--- src/fhdc_pkg.sv ---
// Package for the frame header/data checksum checker.
// Holds counter width, frame position constants, fail codes, the byte transfer struct and a negation helper.
// No dependencies.
package fhdc_pkg;

    localparam int COUNT_WIDTH = 16;

    localparam logic [COUNT_WIDTH-1:0] HEADER_CHECK_POS = COUNT_WIDTH'(5);
    localparam logic [COUNT_WIDTH-1:0] DATA_START_POS   = COUNT_WIDTH'(6);
    localparam logic [COUNT_WIDTH-1:0] MIN_LAST_POS     = COUNT_WIDTH'(9);
    localparam logic [COUNT_WIDTH-1:0] COUNT_MAX        = {COUNT_WIDTH{1'b1}};

    typedef enum logic [2:0] {
        FAIL_NONE          = 3'd0,
        FAIL_SHORT         = 3'd1,
        FAIL_HEADER_ZERO   = 3'd2,
        FAIL_HEADER_MISMATCH = 3'd3,
        FAIL_DATA_ZERO     = 3'd4,
        FAIL_DATA_MISMATCH = 3'd5
    } fail_code_t;

    typedef struct packed {
        logic       fire;
        logic [7:0] data;
        logic       last;
    } byte_xfer_t;

    function automatic logic [7:0] negated(input logic [7:0] s);
        negated = 8'd0 - s;
    endfunction

endpackage

--- src/frame_header_data_checksum_check_core.sv ---
// Top level of the frame header/data checksum checker.
// Streams frame bytes in and verdicts out; depends on fhdc_pkg and fhdc_frame_track.
//
// Usage:
//   The slave channel (s_tvalid/s_tready/s_tdata/s_tlast) carries one frame byte
//   per transfer; s_tlast marks the final byte of a frame. Bytes 0-4 form the
//   header, byte 5 its checksum (negated sum mod 256); bytes 6 to len-2 form the
//   data region and the final byte its checksum.
//   The master channel (m_tvalid/m_tready/m_tdata) carries one verdict per frame.
//   The verdict is registered and valid in the cycle after the transfer of the final byte.
//   Throughput: one byte per cycle while s_tready is high; the per-byte add feeds the
//   frame tracking registers and the compare sits between them and the output register.
//   Stall: while a verdict waits in the output register and m_tready is low,
//   s_tready drops; it stays high whenever the output register is empty or is
//   being drained in the same cycle, so draining a verdict costs no bubble.
//   Reset: rst_n clears the position counter, sums, header verdict and the
//   output valid flag; the first byte after reset starts a new frame.
module frame_header_data_checksum_check_core
    import fhdc_pkg::*;
(
    input  logic       clk,
    input  logic       rst_n,
    input  logic       s_tvalid,
    output logic       s_tready,
    input  logic [7:0] s_tdata,   // [7:0] data_byte
    input  logic       s_tlast,   // last_byte
    output logic       m_tvalid,
    input  logic       m_tready,
    output logic [7:0] m_tdata    // [0] frame_valid, [3:1] fail_code, [7:4] zero
);

    byte_xfer_t xfer;
    fail_code_t verdict;

    logic       m_tvalid_reg, m_tvalid_next;
    fail_code_t code_reg, code_next;

    // Accept while the output register is free or drains this cycle
    assign s_tready = !m_tvalid_reg || m_tready;

    assign xfer.fire = s_tvalid && s_tready;
    assign xfer.data = s_tdata;
    assign xfer.last = s_tlast;

    fhdc_frame_track u_track (
        .clk     (clk),
        .rst_n   (rst_n),
        .xfer    (xfer),
        .verdict (verdict)
    );

    always_comb
    begin
        m_tvalid_next = m_tvalid_reg;
        code_next     = code_reg;
        if (m_tvalid_reg && m_tready)
            m_tvalid_next = 1'b0;
        // load the verdict on the final byte of a frame
        if (xfer.fire && xfer.last)
        begin
            m_tvalid_next = 1'b1;
            code_next     = verdict;
        end
    end

    always_ff @(posedge clk or negedge rst_n)
    begin
        if (!rst_n)
            m_tvalid_reg <= 1'b0;
        else
            m_tvalid_reg <= m_tvalid_next;
    end

    // payload needs no reset
    always_ff @(posedge clk)
    begin
        code_reg <= code_next;
    end

    assign m_tvalid = m_tvalid_reg;
    assign m_tdata  = {4'd0, code_reg, (code_reg == FAIL_NONE)};

    // A final byte transfer always yields a verdict next cycle
    assert property (@(posedge clk) disable iff (!rst_n)
        (s_tvalid && s_tready && s_tlast) |=> m_tvalid)
        else $error("verdict missing after final byte");

    // A waiting, stalled verdict blocks new bytes
    assert property (@(posedge clk) disable iff (!rst_n)
        (m_tvalid && !m_tready) |-> !s_tready)
        else $error("byte accepted over a stalled verdict");

    // frame_valid agrees with the fail code
    assert property (@(posedge clk) disable iff (!rst_n)
        m_tvalid |-> (m_tdata[0] == (m_tdata[3:1] == FAIL_NONE)))
        else $error("frame_valid disagrees with fail code");

    // No verdict appears without a final byte transfer or an undrained one
    assert property (@(posedge clk) disable iff (!rst_n)
        (!m_tvalid && !(s_tvalid && s_tready && s_tlast)) |=> !m_tvalid)
        else $error("spurious verdict");

endmodule

--- src/fhdc_frame_track.sv ---
// Per-frame tracking of position, region sums and header verdict.
// Produces the verdict for the byte on its input; depends on fhdc_pkg.
module fhdc_frame_track
    import fhdc_pkg::*;
(
    input  logic       clk,
    input  logic       rst_n,
    input  byte_xfer_t xfer,
    output fail_code_t verdict
);

    logic [COUNT_WIDTH-1:0] byte_count_reg, byte_count_next;
    logic [7:0]             running_sum_reg, running_sum_next;
    logic                   sum_nonzero_reg, sum_nonzero_next;
    fail_code_t             first_failure_reg, first_failure_next;

    // Verdict for a final byte at the current position
    always_comb
    begin
        if (byte_count_reg < MIN_LAST_POS)
            verdict = FAIL_SHORT;
        else if (first_failure_reg != FAIL_NONE)
            verdict = first_failure_reg;
        else if (!sum_nonzero_reg)
            verdict = FAIL_DATA_ZERO;
        else if (xfer.data != negated(running_sum_reg))
            verdict = FAIL_DATA_MISMATCH;
        else
            verdict = FAIL_NONE;
    end

    always_comb
    begin
        byte_count_next    = byte_count_reg;
        running_sum_next   = running_sum_reg;
        sum_nonzero_next   = sum_nonzero_reg;
        first_failure_next = first_failure_reg;
        if (xfer.fire)
        begin
            if (xfer.last)
            begin
                // restart for the next frame
                byte_count_next    = '0;
                running_sum_next   = 8'd0;
                sum_nonzero_next   = 1'b0;
                first_failure_next = FAIL_NONE;
            end
            else
            begin
                if (byte_count_reg == HEADER_CHECK_POS)
                begin
                    if (!sum_nonzero_reg)
                        first_failure_next = FAIL_HEADER_ZERO;
                    else if (xfer.data != negated(running_sum_reg))
                        first_failure_next = FAIL_HEADER_MISMATCH;
                    running_sum_next = 8'd0;
                    sum_nonzero_next = 1'b0;
                end
                else if (byte_count_reg < HEADER_CHECK_POS ||
                         byte_count_reg >= DATA_START_POS)
                begin
                    running_sum_next = running_sum_reg + xfer.data;
                    sum_nonzero_next = sum_nonzero_reg | (xfer.data != 8'd0);
                end
                // saturate on very long frames
                if (byte_count_reg != COUNT_MAX)
                    byte_count_next = byte_count_reg + COUNT_WIDTH'(1);
            end
        end
    end

    always_ff @(posedge clk or negedge rst_n)
    begin
        if (!rst_n)
        begin
            byte_count_reg    <= '0;
            running_sum_reg   <= 8'd0;
            sum_nonzero_reg   <= 1'b0;
            first_failure_reg <= FAIL_NONE;
        end
        else
        begin
            byte_count_reg    <= byte_count_next;
            running_sum_reg   <= running_sum_next;
            sum_nonzero_reg   <= sum_nonzero_next;
            first_failure_reg <= first_failure_next;
        end
    end

endmodule

--- config.mk ---
export PLATFORM = sky130hd
export DESIGN_NAME = frame_header_data_checksum_check_core
export DESIGN_NICKNAME = d
export VERILOG_FILES = /design/src/fhdc_pkg.sv /design/src/frame_header_data_checksum_check_core.sv /design/src/fhdc_frame_track.sv
export SDC_FILE = /design/constraint.sdc
export NUM_CORES = 1
export LEC_CHECK = 0
export BUFFER_PORTS_ARGS = -buffer_cell sky130_fd_sc_hd__buf_2
export CORE_MARGIN = 4
export CORE_UTILIZATION = 42
export CTS_CLUSTER_SIZE = 28
export DETAILED_ROUTE_END_ITERATION = 10
export SKIP_LAST_GASP = 1
export SYNTH_ARGS = -nofsm -noshare
export SYNTH_HDL_FRONTEND = slang
export SYNTH_SLANG_ARGS = --single-unit
--- constraint.sdc ---
create_clock -name clk -period 2.5 [get_ports clk]
set_input_delay 0.5 -clock clk [delete_from_list [all_inputs] [get_ports clk]]
set_output_delay 0.5 -clock clk [all_outputs]
set_load 0.02 [all_outputs]
Word level (Yosys, flattened, before mapping):

Index checks and enable logic that the tools add are counted.

* flip-flop bits (word level): 32
* latch bits: 0
* bits in writable memories: 0
* ROM bits: 0
* bits of input ports: 13
* output and inout port bits: 10
* logic and storage cells: 50
* memories kept: 0

* $add $sub $neg: 3
* $mul: 0
* divide/modulo/power cells: 0
* $lt $le $gt $ge: 3
* equal/unequal tests: 4
* shift-type cells: 0
* mux-type cells: 17
* bitwise gates (word level): 1
* reductions and logical operators: 16

Operators with widths (number)
* 2-to-1 mux 16 bit: 2
* 2-to-1 mux 8 bit: 3
* 2-to-1 mux 3 bit: 7
* adder 16 x 1 -> 16 bit (second input constant): 1
* == test 16 x 3 -> 1 bit (second input constant): 1
* greater-or-equal comparator 16 x 3 -> 1 bit (second input constant): 1
* < comparator 16 x 3 -> 1 bit (second input constant): 1
* < comparator 16 x 4 -> 1 bit (second input constant): 1
* inequality test 16 bit (second input constant): 1
* adder 8 bit: 1
* inequality test 8 bit: 1
* nonzero test 8 bit: 1
* subtractor 1 x 8 -> 8 bit (first input constant): 1
* nonzero test 2 bit: 3
* nonzero test 3 bit: 2
* 2-to-1 mux 1 bit: 5
* AND reduction 2 bit: 2
* logical AND 1 bit: 3
* zero test 3 bit: 1
* inequality test 3 bit (second input constant): 1
* AND reduction 3 bit: 1
* logical OR 1 bit: 2
* zero test 1 bit: 1
* bitwise OR 1 bit: 1

Longest topological paths before layout:

* depth after elaboration: 6
* gate-level depth with buffers: 8
* depth with buffers taken out: 8

Modules after synthesis:

From an unflattened synthesis, not the netlist that was laid out.

* cells, all modules: 244
* area total of the unflattened synthesis: 2229.6 sq um

By module, submodules not included
* fhdc_frame_track: times used 1, cells an instance 229, area each 2031.9 sq um, sequential area each 675.6 sq um
* frame_header_data_checksum_check_core: times used 1, cells an instance 15, area each 197.7 sq um, sequential area each 115.1 sq um

Worst setup path after synthesis:

OpenSTA, ideal clock, no wires.

* kind: register -> register
* start point: reg u_track.running_sum_reg[1]
* end point: reg code_reg[0] (data pin)
* setup time: 270 ps
* arrival time: 1759 ps
* data required time: 2230 ps
* setup slack: 472 ps
* stages on the path, launching flop included: 9
* path buffers: 0
* clock period less this slack: 2028 ps
* path through: dfrtp_1 -> inv_1 -> ha_1 -> or3b_1 -> nor3_1 -> xnor2_1 -> o211ai_1 -> a21oi_2 -> o311ai_2

* cells in the longest elaborated chain, start to end: 5

Ends and longest elaborated chain
* start, declared: line fhdc_frame_track.sv:13 `logic [7:0] running_sum_reg, running_sum_next;`
* start signal, assigned: line fhdc_frame_track.sv:84 `running_sum_reg <= running_sum_next;`
* subtractor 1 x 8 -> 8 bit: line fhdc_pkg.sv:29 `negated = 8'd0 - s;`
* inequality test 8 bit: line fhdc_frame_track.sv:26 `else if (xfer.data != negated(running_sum_reg))`
* 2-to-1 mux 3 bit: line fhdc_frame_track.sv:26
* 2-to-1 mux 3 bit: line fhdc_frame_track.sv:24 `else if (!sum_nonzero_reg)`
* 2-to-1 mux 3 bit: line fhdc_frame_track.sv:22 `else if (first_failure_reg != FAIL_NONE)`
* end signal, assigned: line frame_header_data_checksum_check_core.sv:77 `code_reg <= code_next;`
* end, declared: line frame_header_data_checksum_check_core.sv:36 `fail_code_t code_reg, code_next;`

Every way passes these cells.
A chain may end at the register's enable or synchronous reset.

Worst setup path after layout:

Ends and elaborated chain as after synthesis.

==> run metrics <==
r2r setup slk 0.32 ns; asr flop ratio synth 90.32%; Peak VDD IR 0.4248 mV; RSZ-0062 raised after global routing no; die area 6191 um2; Final Hold Viols 0; Worst Max-Slew Pin Slew 0.6310 ns; Setup Buffers After CTS 0; initial antenna violation count 0; first-pass GRT wire length 7.410 mm; LEAKAGE 1.071 nW; clock buffer depth 2; Vias/cell 5.134; Slew Limit Fails 0; Synth Flop Type dfrtp_1; XOR/XNOR Fraction of Synth Area 10.44%; chip height 78.68 um; Skew-Pair Late Insertion Delay 0.28 ns; Starting Density 43.84%; period utilisation layout 87.12%; fraction of synthesized area in multiplexers 0.4770%; DRT antenna net count 0; clk sink count 31; commonest non-fill, non-tap cell in the layout dfrtp_1; post-route insts no fill 322; Synth Area in Adders 8.110%; Setup-failing EPs final 0; min cycle time layout 2.178 ns; layout net count 280; max reg flops 16; sequential share of the synthesized area 37.69%; Post-Route WL 4.299 mm; Setup crit start kind register; htree depth 2; Synth Area in Compound Gates 13.83%; Crit. End Element register; skew final 0.01091 ns; row cnt 25; outcome finished, final reports clean; core area 4786 um2; Critical Path RT 2.53 ns; DRT Pass-1 Iters 4; Syn-to-layout area delta 11.33%; Root Driver clkbuf_8; crit-path max FO 6; IO Port Bufs 18; Initial DRC Count 73; max frequency 459.2 MHz; final core utilization 48.81%; GPL Wtd Cong 0.7480; synth warn 0; Cell Pwr Density 717.0 nW/um2; post-synthesis register bit count 31; via count 1,653; Die W 78.68 um; Worst EP arrival 2.20 ns; antenna cells 0; Netlist cell types 47; area of the mapped netlist 2098 um2; slew margin rel. 57.94%; share of post-route cells with drive strength above 1 13.33%; CTS Buf Count 5; GRT Util Overall 15.07%; DR WL/cell 13.35 um; worst hold path class input pin to asynchronous set/reset pin; placed wire-length estimate 3.261 mm; synthesized area per cell 9.083 um2; largest net degree at the start of global routing 29; Mapped Cells 231; post-cts sizing count 0; hold buffers post-CTS 0; vias in the first global route 1,532; drc violations 0; number of flops mapped to enable cells by yosys 3; CTS tree built; Simple-Gate Fraction of Synth Area 24.69%; most frequent cells in the layout 28 x dfrtp_1, 24 x nand2_1, 21 x nor2_1; grt ovf 0; max-cap viol count 0; Inst Count DP 314; I/O pin count 23; largest family of logic cells by synthesized area simple AND/OR/NAND/NOR gates; final setup TNS 0 ns; Crit Path Category register to register; clock-pin slew on the worst setup and hold paths 0.07 ns
-- layout make-up --
| class | count | area, um2 |
|---|---|---|
| timing repair buffer | 20 | 105.1 |
| multi-input combinational | 182 | 1222 |
| clock buffer | 7 | 76.32 |
| tap | 67 | 83.83 |
| fill | 449 | 2450 |
| clock inverter | 1 | 5.005 |
| inverter | 14 | 52.55 |
| sequential | 31 | 790.8 |
-- Yosys cell counts, drive strengths merged, types with 7 or more instances --
master,instances,area (um2)
xnor2,8,70.07
inv,14,52.55
a21oi,13,68.82
nor3,9,45.04
nand2,24,90.09
nor4,8,71.32
o21ai,8,40.04
xor2,17,148.9
nor2,21,78.83
buf,7,43.79
dfrtp,28,700.7
ha,12,150.1
nand3,7,35.03
-- critical path, stage by stage, from the launching register on --
cell,delay [ns]
dfrtp_1,0.47
inv_1,0.09
ha_1,0.21
or3b_1,0.38
nor3_1,0.19
xnor2_1,0.15
o211ai_1,0.12
a21oi_2,0.22
o311ai_2,0.10
-- kinds of logic (layout without fill, tap and decap cells) --
group | Yosys count | in the layout
other | 1 | 4
buffers and inverters | 21 | 42
AO/OA/AOI/OAI | 42 | 42
XOR/XNOR | 25 | 25
AND/OR/NAND/NOR | 97 | 97
adder cells (fa/ha/maj) | 13 | 13
multiplexers | 1 | 1
flip-flops | 31 | 31
-- routing by layer --
metal  track usage, %  vias up  wire (um)
met2            21.05       20       1818
li1                 -      855          -
met5                0        -          0
met4            5.245        0         49
met3            3.555        6        131
met1            22.46      772       2300
-- report_power, final --
| group | total [W] | internal (W) | switching (W) |
|---|---|---|---|
| combinational | 0.000610 | 0.000287 | 0.000323 |
| sequential | 0.000694 | 0.000576 | 0.000119 |
| clock | 0.000371 | 0.000195 | 0.000176 |
-- metrics by stage --
stage	cell area (um2)	hold slack, ns	setup WS [ns]	power, W
final	2336	0.2334	0.3221	0.001675
after global routing	2336	0.2930	0.1033	0.001809
after CTS	2336	0.2566	0.2973	0.001692
after detailed placement	2255	0.5429	0.2296	0.001316
after global placement	2255	0.5292	0.2872	0.001311
after floorplan	2110	0.2044	0.4717	0.001171
-- worst paths after layout --
path / from / end / cells after the start
max in group asynchronous: rst_n / m_tvalid$_DFFE_PN0P_ / 1
min: rst_n / u_track.sum_nonzero_reg$_DFFE_PN0P_ / 1
min reg2reg: u_track.first_failure_reg[0]$_DFFE_PN0P_ / u_track.first_failure_reg[0]$_DFFE_PN0P_ / 2
max reg2reg: u_track.running_sum_reg[1]$_DFFE_PN0P_ / code_reg[0]$_SDFFCE_PP1P_ / 8
min in group clk: u_track.first_failure_reg[0]$_DFFE_PN0P_ / u_track.first_failure_reg[0]$_DFFE_PN0P_ / 2
max: u_track.running_sum_reg[1]$_DFFE_PN0P_ / code_reg[0]$_SDFFCE_PP1P_ / 8
(Power assumes the default switching activity.)
